<file path="src/hdl/jsu_pkg.sv">
`default_nettype none
// ----------------------------------------------------------------------------
// jsu_pkg
// Word types, controller/datapath interface and constants for the JSON string
// unescaper.
// ----------------------------------------------------------------------------
package jsu_pkg;

    typedef struct packed {
        logic [7:0] in_byte;
        logic       end_of_string;
    } t_in_word;

    typedef struct packed {
        logic [7:0]  out_byte;
        logic        byte_valid;
        logic        last_item;
        logic [15:0] bytes_written;
        logic [15:0] utf16_units;
        logic        truncated;
    } t_out_word;

    typedef struct packed {
        logic accept;
        logic step;
        logic load_byte;
        logic load_sum;
    } t_cmd;

    typedef struct packed {
        logic active;
        logic need;
        logic write_go;
        logic last_idx;
        logic out_free;
        logic at_end;
    } t_stat;

    localparam int PEND_DEPTH  = 6;
    localparam int MAX_RESULTS = 12;

    localparam logic [1:0] K_NEED = 2'd0;
    localparam logic [1:0] K_EMIT = 2'd1;
    localparam logic [1:0] K_HELD = 2'd2;

    localparam logic M_IDLE = 1'b0;
    localparam logic M_HIGH = 1'b1;

    localparam logic [1:0] H_NEED = 2'd0;
    localparam logic [1:0] H_BAD  = 2'd1;
    localparam logic [1:0] H_OK   = 2'd2;

    localparam logic [20:0] CP_REPL    = 21'h00fffd;
    localparam logic [20:0] CP_MAX     = 21'h10ffff;
    localparam logic [20:0] CP_SUPP    = 21'h010000;
    localparam logic [15:0] LOW_FIRST  = 16'hdc00;
    localparam logic [15:0] LOW_LAST   = 16'hdfff;
    localparam logic [15:0] HIGH_FIRST = 16'hd800;
    localparam logic [15:0] HIGH_LAST  = 16'hdbff;

    localparam logic [7:0] CH_BSL = 8'h5c;
    localparam logic [7:0] CH_U   = 8'h75;
    localparam logic [7:0] CH_B   = 8'h62;
    localparam logic [7:0] CH_F   = 8'h66;
    localparam logic [7:0] CH_N   = 8'h6e;
    localparam logic [7:0] CH_R   = 8'h72;
    localparam logic [7:0] CH_T   = 8'h74;

endpackage
`default_nettype wire

</file>
<file path="src/hdl/json_string_unescape_utf8_core.sv">
`default_nettype none
// ----------------------------------------------------------------------------
// json_string_unescape_utf8_core
// JSON string body unescaper with UTF-8 re-encoding and closing totals.
// ----------------------------------------------------------------------------
// Each input byte is accepted, then decoded in passes over the six-byte
// pending window until a closing pass finds nothing left to decide; each
// pass writes any UTF-8 bytes it yields through the output register. A
// closing byte then adds the summary word. The sequencer steps the single
// shared decoder once per pass, and output stalls hold the sequencer.
module json_string_unescape_utf8_core #(
    parameter int COUNT_BITS = 16
) (
    input  wire logic               i_clk,
    input  wire logic               i_rst_n,
    input  wire logic               i_in_valid,
    output logic                    o_in_stall,
    input  wire jsu_pkg::t_in_word  i_in_data,
    output logic                    o_out_valid,
    input  wire logic               i_out_stall,
    output jsu_pkg::t_out_word      o_out_data,
    input  wire logic               i_cfg_valid,
    output logic                    o_cfg_ready,
    input  wire logic [15:0]        i_cfg_data
);
    import jsu_pkg::*;

    t_cmd  cmd;
    t_stat stat;

    jsu_ctrl u_ctrl (
        .i_clk       (i_clk),
        .i_rst_n     (i_rst_n),
        .i_in_valid  (i_in_valid),
        .o_in_stall  (o_in_stall),
        .o_cfg_ready (o_cfg_ready),
        .i_stat      (stat),
        .o_cmd       (cmd)
    );

    jsu_dp #(.COUNT_BITS(COUNT_BITS)) u_dp (
        .i_clk       (i_clk),
        .i_rst_n     (i_rst_n),
        .i_in_data   (i_in_data),
        .i_cfg_we    (i_cfg_valid && o_cfg_ready),
        .i_cfg_data  (i_cfg_data),
        .i_cmd       (cmd),
        .o_stat      (stat),
        .o_out_valid (o_out_valid),
        .o_out_data  (o_out_data),
        .i_out_stall (i_out_stall)
    );

endmodule
`default_nettype wire

</file>
<file path="src/hdl/jsu_ctrl.sv">
`default_nettype none
// ----------------------------------------------------------------------------
// jsu_ctrl
// Sequencer: accept a byte, run decode passes, emit bytes, close the string.
// ----------------------------------------------------------------------------
module jsu_ctrl (
    input  wire logic          i_clk,
    input  wire logic          i_rst_n,
    input  wire logic          i_in_valid,
    output logic               o_in_stall,
    output logic               o_cfg_ready,
    input  wire jsu_pkg::t_stat i_stat,
    output jsu_pkg::t_cmd      o_cmd
);
    import jsu_pkg::*;

    localparam logic [1:0] S_IDLE = 2'd0;
    localparam logic [1:0] S_DEC  = 2'd1;
    localparam logic [1:0] S_EMIT = 2'd2;
    localparam logic [1:0] S_SUM  = 2'd3;

    logic [1:0] r_state, n_state;

    assign o_in_stall  = (r_state != S_IDLE);
    assign o_cfg_ready = (r_state == S_IDLE);

    always_comb begin
        o_cmd.accept    = (r_state == S_IDLE) && i_in_valid;
        o_cmd.step      = (r_state == S_DEC) && i_stat.active && !i_stat.need;
        o_cmd.load_byte = (r_state == S_EMIT) && i_stat.out_free;
        o_cmd.load_sum  = (r_state == S_SUM) && i_stat.out_free;
    end

    always_comb begin
        n_state = r_state;
        unique case (r_state)
            S_IDLE: if (i_in_valid) n_state = S_DEC;
            S_DEC: begin
                if (!i_stat.active || i_stat.need) begin
                    n_state = i_stat.at_end ? S_SUM : S_IDLE;
                end else if (i_stat.write_go) begin
                    n_state = S_EMIT;
                end
            end
            S_EMIT: if (i_stat.out_free && i_stat.last_idx) n_state = S_DEC;
            S_SUM:  if (i_stat.out_free) n_state = S_IDLE;
            default: n_state = S_IDLE;
        endcase
    end

    always_ff @(posedge i_clk) begin
        if (!i_rst_n) r_state <= S_IDLE;
        else          r_state <= n_state;
    end

endmodule
`default_nettype wire

</file>
<file path="src/hdl/jsu_dp.sv">
`default_nettype none
// ----------------------------------------------------------------------------
// jsu_dp
// Pending byte window, decoder, UTF-8 encoder, counters and output register.
// ----------------------------------------------------------------------------
module jsu_dp #(
    parameter int COUNT_BITS = 16
) (
    input  wire logic              i_clk,
    input  wire logic              i_rst_n,
    input  wire jsu_pkg::t_in_word i_in_data,
    input  wire logic              i_cfg_we,
    input  wire logic [15:0]       i_cfg_data,
    input  wire jsu_pkg::t_cmd     i_cmd,
    output jsu_pkg::t_stat         o_stat,
    output logic                   o_out_valid,
    output jsu_pkg::t_out_word     o_out_data,
    input  wire logic              i_out_stall
);
    import jsu_pkg::*;

    localparam int CB = COUNT_BITS;
    localparam int W  = ((CB > 16) ? CB : 16) + 1;
    localparam logic [W-1:0] CMAX = W'((64'd1 << CB) - 64'd1);

    logic [7:0]    r_buf [PEND_DEPTH];
    logic [2:0]    r_cnt;
    logic          r_mode;
    logic [15:0]   r_hs;
    logic [CB-1:0] r_written, r_units;
    logic          r_stop, r_at_end;
    logic [3:0]    r_nres;
    logic [7:0]    r_enc [4];
    logic [1:0]    r_idx, r_last;
    logic [15:0]   r_cap;
    logic          r_ovalid;
    t_out_word     r_odata, n_odata;

    logic [1:0]  d_kind, hr;
    logic [20:0] d_cp;
    logic [2:0]  d_used, len;
    logic        d_mode;
    logic [15:0] d_hs, hv;
    logic [3:0]  hnib [4];
    logic [3:0]  hok;
    logic        done, hdone, need, paired;
    logic [7:0]  e [4];
    logic [2:0]  en;
    logic        fits, out_free;
    logic [W-1:0] wsum;
    logic [CB:0]  usum;
    logic [4:0]   rsum;

    always_comb begin
        for (int i = 0; i < 4; i++) begin
            logic [7:0] c;
            c = r_buf[i+2];
            hok[i]  = 1'b1;
            hnib[i] = c[3:0];
            if (c >= 8'h30 && c <= 8'h39)      hnib[i] = c[3:0];
            else if ((c >= 8'h61 && c <= 8'h66) || (c >= 8'h41 && c <= 8'h46))
                hnib[i] = c[3:0] + 4'd9;
            else                                hok[i] = 1'b0;
        end
        hr    = H_OK;
        hdone = 1'b0;
        for (int i = 0; i < 4; i++) begin
            if (!hdone) begin
                if (4'(i + 2) >= {1'b0, r_cnt}) begin
                    hr = r_at_end ? H_BAD : H_NEED; hdone = 1'b1;
                end else if (!hok[i]) begin
                    hr = H_BAD; hdone = 1'b1;
                end
            end
        end
        hv = {hnib[0], hnib[1], hnib[2], hnib[3]};
    end

    always_comb begin
        d_kind = K_NEED; d_cp = '0; d_used = '0; d_mode = r_mode; d_hs = r_hs;
        need = 1'b0; paired = 1'b0; len = 3'd1; done = 1'b0;
        if (r_mode == M_HIGH) begin
            if (r_cnt < 3'd1) need = !r_at_end;
            else if (r_buf[0] == CH_BSL) begin
                if (r_cnt < 3'd2) need = !r_at_end;
                else if (r_buf[1] == CH_U) begin
                    if (hr == H_NEED) need = 1'b1;
                    else if (hr == H_OK && hv >= LOW_FIRST && hv <= LOW_LAST) paired = 1'b1;
                end
            end
            if (!need) begin
                d_kind = K_EMIT; d_mode = M_IDLE;
                if (paired) begin
                    d_cp = {1'b0, r_hs[9:0], hv[9:0]} + CP_SUPP;
                    d_used = 3'd6;
                end else begin
                    d_cp = {5'd0, r_hs};
                end
            end
        end else if (r_buf[0] != CH_BSL) begin
            d_kind = K_EMIT; d_used = 3'd1; d_cp = CP_REPL;
            if (!r_buf[0][7]) d_cp = {13'd0, r_buf[0]};
            else begin
                if (r_buf[0][7:5] == 3'b110)      len = 3'd2;
                else if (r_buf[0][7:4] == 4'hE)   len = 3'd3;
                else if (r_buf[0][7:3] == 5'h1E)  len = 3'd4;
                else                              done = 1'b1;
                for (int i = 1; i < 4; i++) begin
                    if (!done && 3'(i) < len) begin
                        if (3'(i) >= r_cnt) begin
                            done = 1'b1;
                            if (!r_at_end) d_kind = K_NEED;
                        end else if (r_buf[i][7:6] != 2'b10) done = 1'b1;
                    end
                end
                if (!done) begin
                    d_used = len;
                    unique case (len)
                        3'd2: d_cp = {10'd0, r_buf[0][4:0], r_buf[1][5:0]};
                        3'd3: d_cp = {5'd0, r_buf[0][3:0], r_buf[1][5:0], r_buf[2][5:0]};
                        default: d_cp = {r_buf[0][2:0], r_buf[1][5:0], r_buf[2][5:0],
                                         r_buf[3][5:0]};
                    endcase
                end
            end
        end else if (r_cnt < 3'd2) begin
            if (r_at_end) begin d_kind = K_EMIT; d_cp = CP_REPL; d_used = 3'd1; end
        end else begin
            d_kind = K_EMIT; d_used = 3'd2;
            unique case (r_buf[1])
                CH_B: d_cp = 21'h08;
                CH_F: d_cp = 21'h0c;
                CH_N: d_cp = 21'h0a;
                CH_R: d_cp = 21'h0d;
                CH_T: d_cp = 21'h09;
                CH_U: begin
                    if (hr == H_NEED) d_kind = K_NEED;
                    else if (hr == H_BAD) d_cp = CP_REPL;
                    else begin
                        d_used = 3'd6;
                        if (hv >= HIGH_FIRST && hv <= HIGH_LAST) begin
                            d_kind = K_HELD; d_hs = hv; d_mode = M_HIGH;
                        end else d_cp = {5'd0, hv};
                    end
                end
                default: d_cp = {13'd0, r_buf[1]};
            endcase
        end
        if (d_used > r_cnt) d_used = r_cnt;
    end

    always_comb begin
        e[0] = 8'hef; e[1] = 8'hbf; e[2] = 8'hbd; e[3] = 8'h00; en = 3'd3;
        if (d_cp <= 21'h7f) begin
            e[0] = d_cp[7:0]; en = 3'd1;
        end else if (d_cp <= 21'h7ff) begin
            e[0] = {3'b110, d_cp[10:6]}; e[1] = {2'b10, d_cp[5:0]}; en = 3'd2;
        end else if (d_cp <= 21'hffff) begin
            e[0] = {4'hE, d_cp[15:12]}; e[1] = {2'b10, d_cp[11:6]};
            e[2] = {2'b10, d_cp[5:0]};
        end else if (d_cp <= CP_MAX) begin
            e[0] = {5'h1E, d_cp[20:18]}; e[1] = {2'b10, d_cp[17:12]};
            e[2] = {2'b10, d_cp[11:6]};  e[3] = {2'b10, d_cp[5:0]}; en = 3'd4;
        end
        wsum = W'(r_written) + W'(en);
        usum = {1'b0, r_units} + ((d_cp > 21'hffff) ? (CB+1)'(2) : (CB+1)'(1));
        rsum = 5'(en) + 5'(r_nres) + 5'(r_at_end);
        fits = (wsum < W'(r_cap)) && (wsum <= CMAX) && (rsum <= 5'(MAX_RESULTS));
    end

    assign out_free = !r_ovalid || !i_out_stall;

    always_comb begin
        o_stat.active   = (r_mode == M_HIGH) || (r_cnt != 3'd0);
        o_stat.need     = (d_kind == K_NEED);
        o_stat.write_go = (d_kind == K_EMIT) && !r_stop && fits;
        o_stat.last_idx = (r_idx == r_last);
        o_stat.out_free = out_free;
        o_stat.at_end   = r_at_end;
    end

    always_comb begin
        n_odata = r_odata;
        if (i_cmd.load_byte) begin
            n_odata            = '0;
            n_odata.out_byte   = r_enc[r_idx];
            n_odata.byte_valid = 1'b1;
        end else if (i_cmd.load_sum) begin
            n_odata               = '0;
            n_odata.last_item     = 1'b1;
            n_odata.bytes_written = 16'(r_written);
            n_odata.utf16_units   = 16'(r_units);
            n_odata.truncated     = r_stop;
        end
    end

    always_ff @(posedge i_clk) begin
        if (i_cmd.accept && r_cnt < 3'(PEND_DEPTH)) r_buf[r_cnt] <= i_in_data.in_byte;
        if (i_cmd.step) begin
            for (int i = 0; i < PEND_DEPTH; i++) begin
                if (i + int'(d_used) < PEND_DEPTH) r_buf[i] <= r_buf[i + int'(d_used)];
            end
            if (o_stat.write_go) begin
                for (int i = 0; i < 4; i++) r_enc[i] <= e[i];
                r_idx  <= '0;
                r_last <= 2'(en - 3'd1);
            end
        end
        if (i_cmd.load_byte) begin
            r_idx <= r_idx + 2'd1;
        end
        r_odata <= n_odata;
    end

    always_ff @(posedge i_clk) begin
        if (!i_rst_n) begin
            r_cnt <= '0; r_mode <= M_IDLE; r_hs <= '0; r_written <= '0; r_units <= '0;
            r_stop <= 1'b0; r_at_end <= 1'b0; r_nres <= '0; r_ovalid <= 1'b0;
            r_cap <= 16'hffff;
        end else begin
            if (i_cfg_we) r_cap <= i_cfg_data;
            if (i_cmd.accept) begin
                r_at_end <= i_in_data.end_of_string;
                r_nres   <= '0;
                if (r_cnt < 3'(PEND_DEPTH)) r_cnt <= r_cnt + 3'd1;
            end
            if (i_cmd.step) begin
                r_cnt  <= r_cnt - d_used;
                r_mode <= d_mode;
                r_hs   <= d_hs;
                if (d_kind == K_EMIT) begin
                    r_units <= usum[CB] ? CMAX[CB-1:0] : usum[CB-1:0];
                    if (!r_stop && fits) r_written <= wsum[CB-1:0];
                    if (!fits)           r_stop    <= 1'b1;
                end
            end
            if (i_cmd.load_byte) r_nres <= r_nres + 4'd1;
            if (i_cmd.load_byte || i_cmd.load_sum) r_ovalid <= 1'b1;
            else if (!i_out_stall)                 r_ovalid <= 1'b0;
            if (i_cmd.load_sum) begin
                r_cnt <= '0; r_mode <= M_IDLE; r_hs <= '0; r_written <= '0;
                r_units <= '0; r_stop <= 1'b0; r_at_end <= 1'b0;
            end
        end
    end

    assign o_out_valid = r_ovalid;
    assign o_out_data  = r_odata;

`ifndef SYNTHESIS
    a_nres_bound: assert property (@(posedge i_clk) disable iff (!i_rst_n)
        r_nres <= 4'(MAX_RESULTS)) else $error("result budget exceeded");
    a_cnt_bound: assert property (@(posedge i_clk) disable iff (!i_rst_n)
        r_cnt <= 3'(PEND_DEPTH)) else $error("pending window overflow");
    a_load_free: assert property (@(posedge i_clk) disable iff (!i_rst_n)
        (i_cmd.load_byte || i_cmd.load_sum) |-> out_free)
        else $error("output register overwritten");
    a_sum_clears: assert property (@(posedge i_clk) disable iff (!i_rst_n)
        i_cmd.load_sum |=> (r_cnt == 3'd0 && !r_stop && r_written == '0))
        else $error("string state not cleared");
`endif

endmodule
`default_nettype wire

</file>
<file path="config.mk">
export PLATFORM = sky130hd
export DESIGN_NAME = json_string_unescape_utf8_core
export DESIGN_NICKNAME = d
export VERILOG_FILES = /design/src/hdl/jsu_pkg.sv /design/src/hdl/json_string_unescape_utf8_core.sv /design/src/hdl/jsu_ctrl.sv /design/src/hdl/jsu_dp.sv
export SDC_FILE = /design/constraint.sdc
export NUM_CORES = 1
export LEC_CHECK = 0
export BUFFER_PORTS_ARGS = -buffer_cell sky130_fd_sc_hd__buf_2
export CORE_MARGIN = 1.5
export CORE_UTILIZATION = 57
export CTS_BUF_LIST = sky130_fd_sc_hd__clkbuf_8
export CTS_CLUSTER_DIAMETER = 200
export CTS_CLUSTER_SIZE = 14
export DETAILED_ROUTE_END_ITERATION = 12
export PLACE_DENSITY = 0.81
export RECOVER_POWER = 25
export SYNTH_ARGS = -nofsm -noshare
export SYNTH_HDL_FRONTEND = slang
export SYNTH_SLANG_ARGS = --single-unit
</file>
<file path="constraint.sdc">
create_clock -name i_clk -period 9.7 [get_ports i_clk]
set_clock_uncertainty 0.2 [all_clocks]
set_input_delay 0.485 -clock i_clk [delete_from_list [all_inputs] [get_ports i_clk]]
set_output_delay 0.485 -clock i_clk [all_outputs]
set_load 0.02 [all_outputs]
</file>
==> metrics.cfg <==
[drt]
wl_mm = 45.6
drtIter0Drc = 1474
wl_per_cell_um = 21.2
final_antenna_net_count = 0
via_per_inst = 6.45
vias = 13900
drtPass1Iterations = 5
drcViolationCount = 0

[critical_path]
slowest_delay_ps = 660
ff2ff_setup_slack_ps = 1040
startpoint_type = flip-flop
r2r_start = u_dp.r_buf[2][0]
cp.arrival_ps = 8950
crit_path_end_kind = flip-flop
rr_endpoint = u_dp.r_written[11]
crit_path_frequent_cell = ha_1
cp_slowest_cell = edfxtp_1
cp.required_ps = 9990
critPathMaxFanout = 27
worst-setup-path-type = reg2reg
reg2reg_depth = 29

[die]
die-height_um = 165
core_area_um2 = 26000
die-area_um2 = 27400
dieWidth_um = 165
std_cell_rows = 59
io_pins = 76
start_util_pct = 57.8

[timing]
finalHoldViolations = 0
whs_ps = 55.9
tns_ps = 0
setup_viol = 0
worst_slack_ps = 1040
timing.final.crit_share_pct = 89.3
worstMarginPinSlew_ps = 2000
slew_violations = 127
fmax_mhz = 115
period_needed_ps = 8660
relSlewSlack_pct = -33.4
rsz0062_at_grt = false

[logic_synthesis]
synth_seq_area_share_pct = 35.8
synth-seq-cells = 217
synth_area_per_cell_um2 = 8.47
synthMuxAreaShare_pct = 12.0
yosysWarnings = 0
ys_types = 96
synthCells = 1774
synth-compound-area-share_pct = 19.4
synth_edf_count = 103
synthSimpleGateAreaFrac_pct = 21.3
synth_fa_ha_area_share_pct = 4.48
synth_top_family_by_area = simple AND/OR/NAND/NOR gates
synth_flop_cell = dfxtp_1
synth_area_um2 = 15000
ys_async_sr_fraction_pct = 0
yosys.area_share.xor_xnor_pct = 2.10

[cts]
cts_sinks = 217
htree_levels = 1
clk_pin_slew_worst_paths_ps = 100
cts_setup_buffers = 0
cts_tree = yes
cts.path.max_buffers = 3
cts_buffers = 19
clock_latency_ps = 570
cts_root_buffer = clkbuf_8

[power]
leakage_nw = 6.59
vdd_drop_max_mv = 0.293
total_power_mw = 5.25
power_density_nw_per_um2 = 326

[final_layout]
drive_above_1_share_pct = 10.1
final_common_cell = nand2_1
area_growth_pct = 7.13
final_net_count = 1891
finalCoreUtilization_pct = 62.0
design_area_um2 = 16100
stdcell_count = 2155
diodes = 0
layout_common_cells = 314 x nand2_1, 137 x nor2_1, 114 x dfxtp_1, 112 x o21ai_0, 109 x a21oi_1

[min_path]
min-delay-start = i_in_data[0]
holdPathEnd = u_dp.r_at_end
min_path_cells = 3
hp-class = in2reg

[placement]
dpl_cell_area_um2 = 15700
pre_cts_slack_ps = 1210
io_buffers = 75
hpwl_mm = 33.3
dp.cells = 2107
place_congestion = 1.01

[run_status]
failed_checks = capacitance limit, slew limit
outcome = complete, but fails checks

[global_routing]
grt_max_degree = 76
antenna_found_initial = 0
grt_pass1_wl_mm = 70.6
grt_pass1_vias = 13100
globalRouteOverflowTotal = 0
track_usage_pct = 33.2

[flow_run]
cap_violations = 3

[state kept, by name, summed over array words and instances, names as in the netlist, 3 cells and up, named ones only]
register	cells
u_dp.r_buf	64
u_dp.o_out_data	43
u_dp.r_enc	27
u_dp.r_cap	16
u_dp.r_hs	16
u_dp.r_units	16
u_dp.r_written	16
u_dp.r_nres	4
u_dp.r_cnt	3
[power breakdown]
part | switching [mW] | internal [mW]
logic | 1.99 | 1.24
clock network | 0.310 | 0.185
registers | 0.298 | 1.23
total | 2.60 | 2.66
[repair_timing]
| action | CTS | global route |
|---|---|---|
| hold buffers | 16 | 0 |
| resized for setup | 0 | 0 |
| endpoints found under the hold margin | 16 | 0 |
[Yosys cell counts, types with 6 or more instances]
| master | n | area, um2 |
|---|---|---|
| nand2_1 | 315 | 1180 |
| nor2_1 | 138 | 518 |
| dfxtp_1 | 114 | 2280 |
| o21ai_0 | 112 | 561 |
| a21oi_1 | 109 | 546 |
| edfxtp_1 | 103 | 3090 |
| clkbuf_1 | 99 | 372 |
| mux2i_1 | 84 | 841 |
| nand3_1 | 67 | 335 |
| inv_1 | 58 | 218 |
| ha_1 | 49 | 613 |
| o211ai_1 | 40 | 300 |
| mux2_2 | 39 | 439 |
| nor3_1 | 37 | 185 |
| a21o_1 | 24 | 180 |
| xnor2_1 | 24 | 210 |
| and3_1 | 22 | 138 |
| mux4_2 | 22 | 495 |
| a211oi_1 | 21 | 158 |
| o31ai_1 | 20 | 150 |
| buf_1 | 14 | 52.6 |
| o21a_1 | 14 | 105 |
| or4_1 | 14 | 105 |
| o22ai_1 | 13 | 81.3 |
| nor2b_1 | 12 | 75.1 |
| or3_1 | 12 | 75.1 |
| xor2_1 | 12 | 105 |
| a31oi_1 | 11 | 68.8 |
| and2_1 | 11 | 68.8 |
| nand2b_1 | 11 | 68.8 |
| buf_2 | 9 | 45.0 |
| nand4_1 | 9 | 56.3 |
| o21bai_1 | 8 | 60.1 |
| a2111oi_0 | 7 | 61.3 |
| a22o_1 | 6 | 52.6 |
| and4_1 | 6 | 52.6 |
| nor4_1 | 6 | 37.5 |
| or2_2 | 6 | 37.5 |
[critical path: cells and delay by family, from the launching register on]
kind	cells	cell delay, ps
AND/OR/NAND/NOR	11	3110
adder cells (fa/ha/maj)	3	760
multiplexers	1	350
AO/OA/AOI/OAI	9	2550
XOR/XNOR	1	140
flip-flops	1	660
buffers and inverters	4	790
[worst max-delay path by stage]
stage | to | startpoint | cells after the start | slack (ps)
3_3_place_gp | u_dp.r_written[11] | u_dp.r_buf[2][0] | 29 | 1430
6_report | u_dp.r_written[11] | u_dp.r_buf[2][0] | 29 | 1040
5_1_grt | u_dp.r_written[15] | u_dp.r_buf[2][0] | 30 | 340
4_1_cts | u_dp.r_written[13] | u_dp.r_buf[2][0] | 29 | 1160
2_1_floorplan | u_dp.r_enc[0][0] | u_dp.r_buf[2][0] | 31 | 980
3_5_place_dp | u_dp.r_written[13] | u_dp.r_buf[2][0] | 29 | 1210
[routing by layer]
| layer | vias up | global-route usage, % | share of wire (%) |
|---|---|---|---|
| met5 | - | 0 | 0 |
| met4 | 0 | 17.2 | 5.4 |
| met3 | 168 | 4.42 | 9.4 |
| met2 | 759 | 54.8 | 46 |
| met1 | 6502 | 42.7 | 39 |
| li1 | 6480 | - | - |
[final cells by class]
type                       count  area (um2)
fill                        2327        9880
multi-input combinational   1385        9030
sequential                   217        5380
timing repair buffer         126         732
tap                          335         419
clock buffer                  19         262
inverter                      60         225
clock inverter                13        57.6
[cell families after synthesis]
logic type | Yosys count
AND/OR/NAND/NOR | 693
AO/OA/AOI/OAI | 441
flip-flops | 217
buffers and inverters | 187
multiplexers | 147
adder cells (fa/ha/maj) | 52
XOR/XNOR | 36
other | 1
Power figures use the tool's default switching activity.
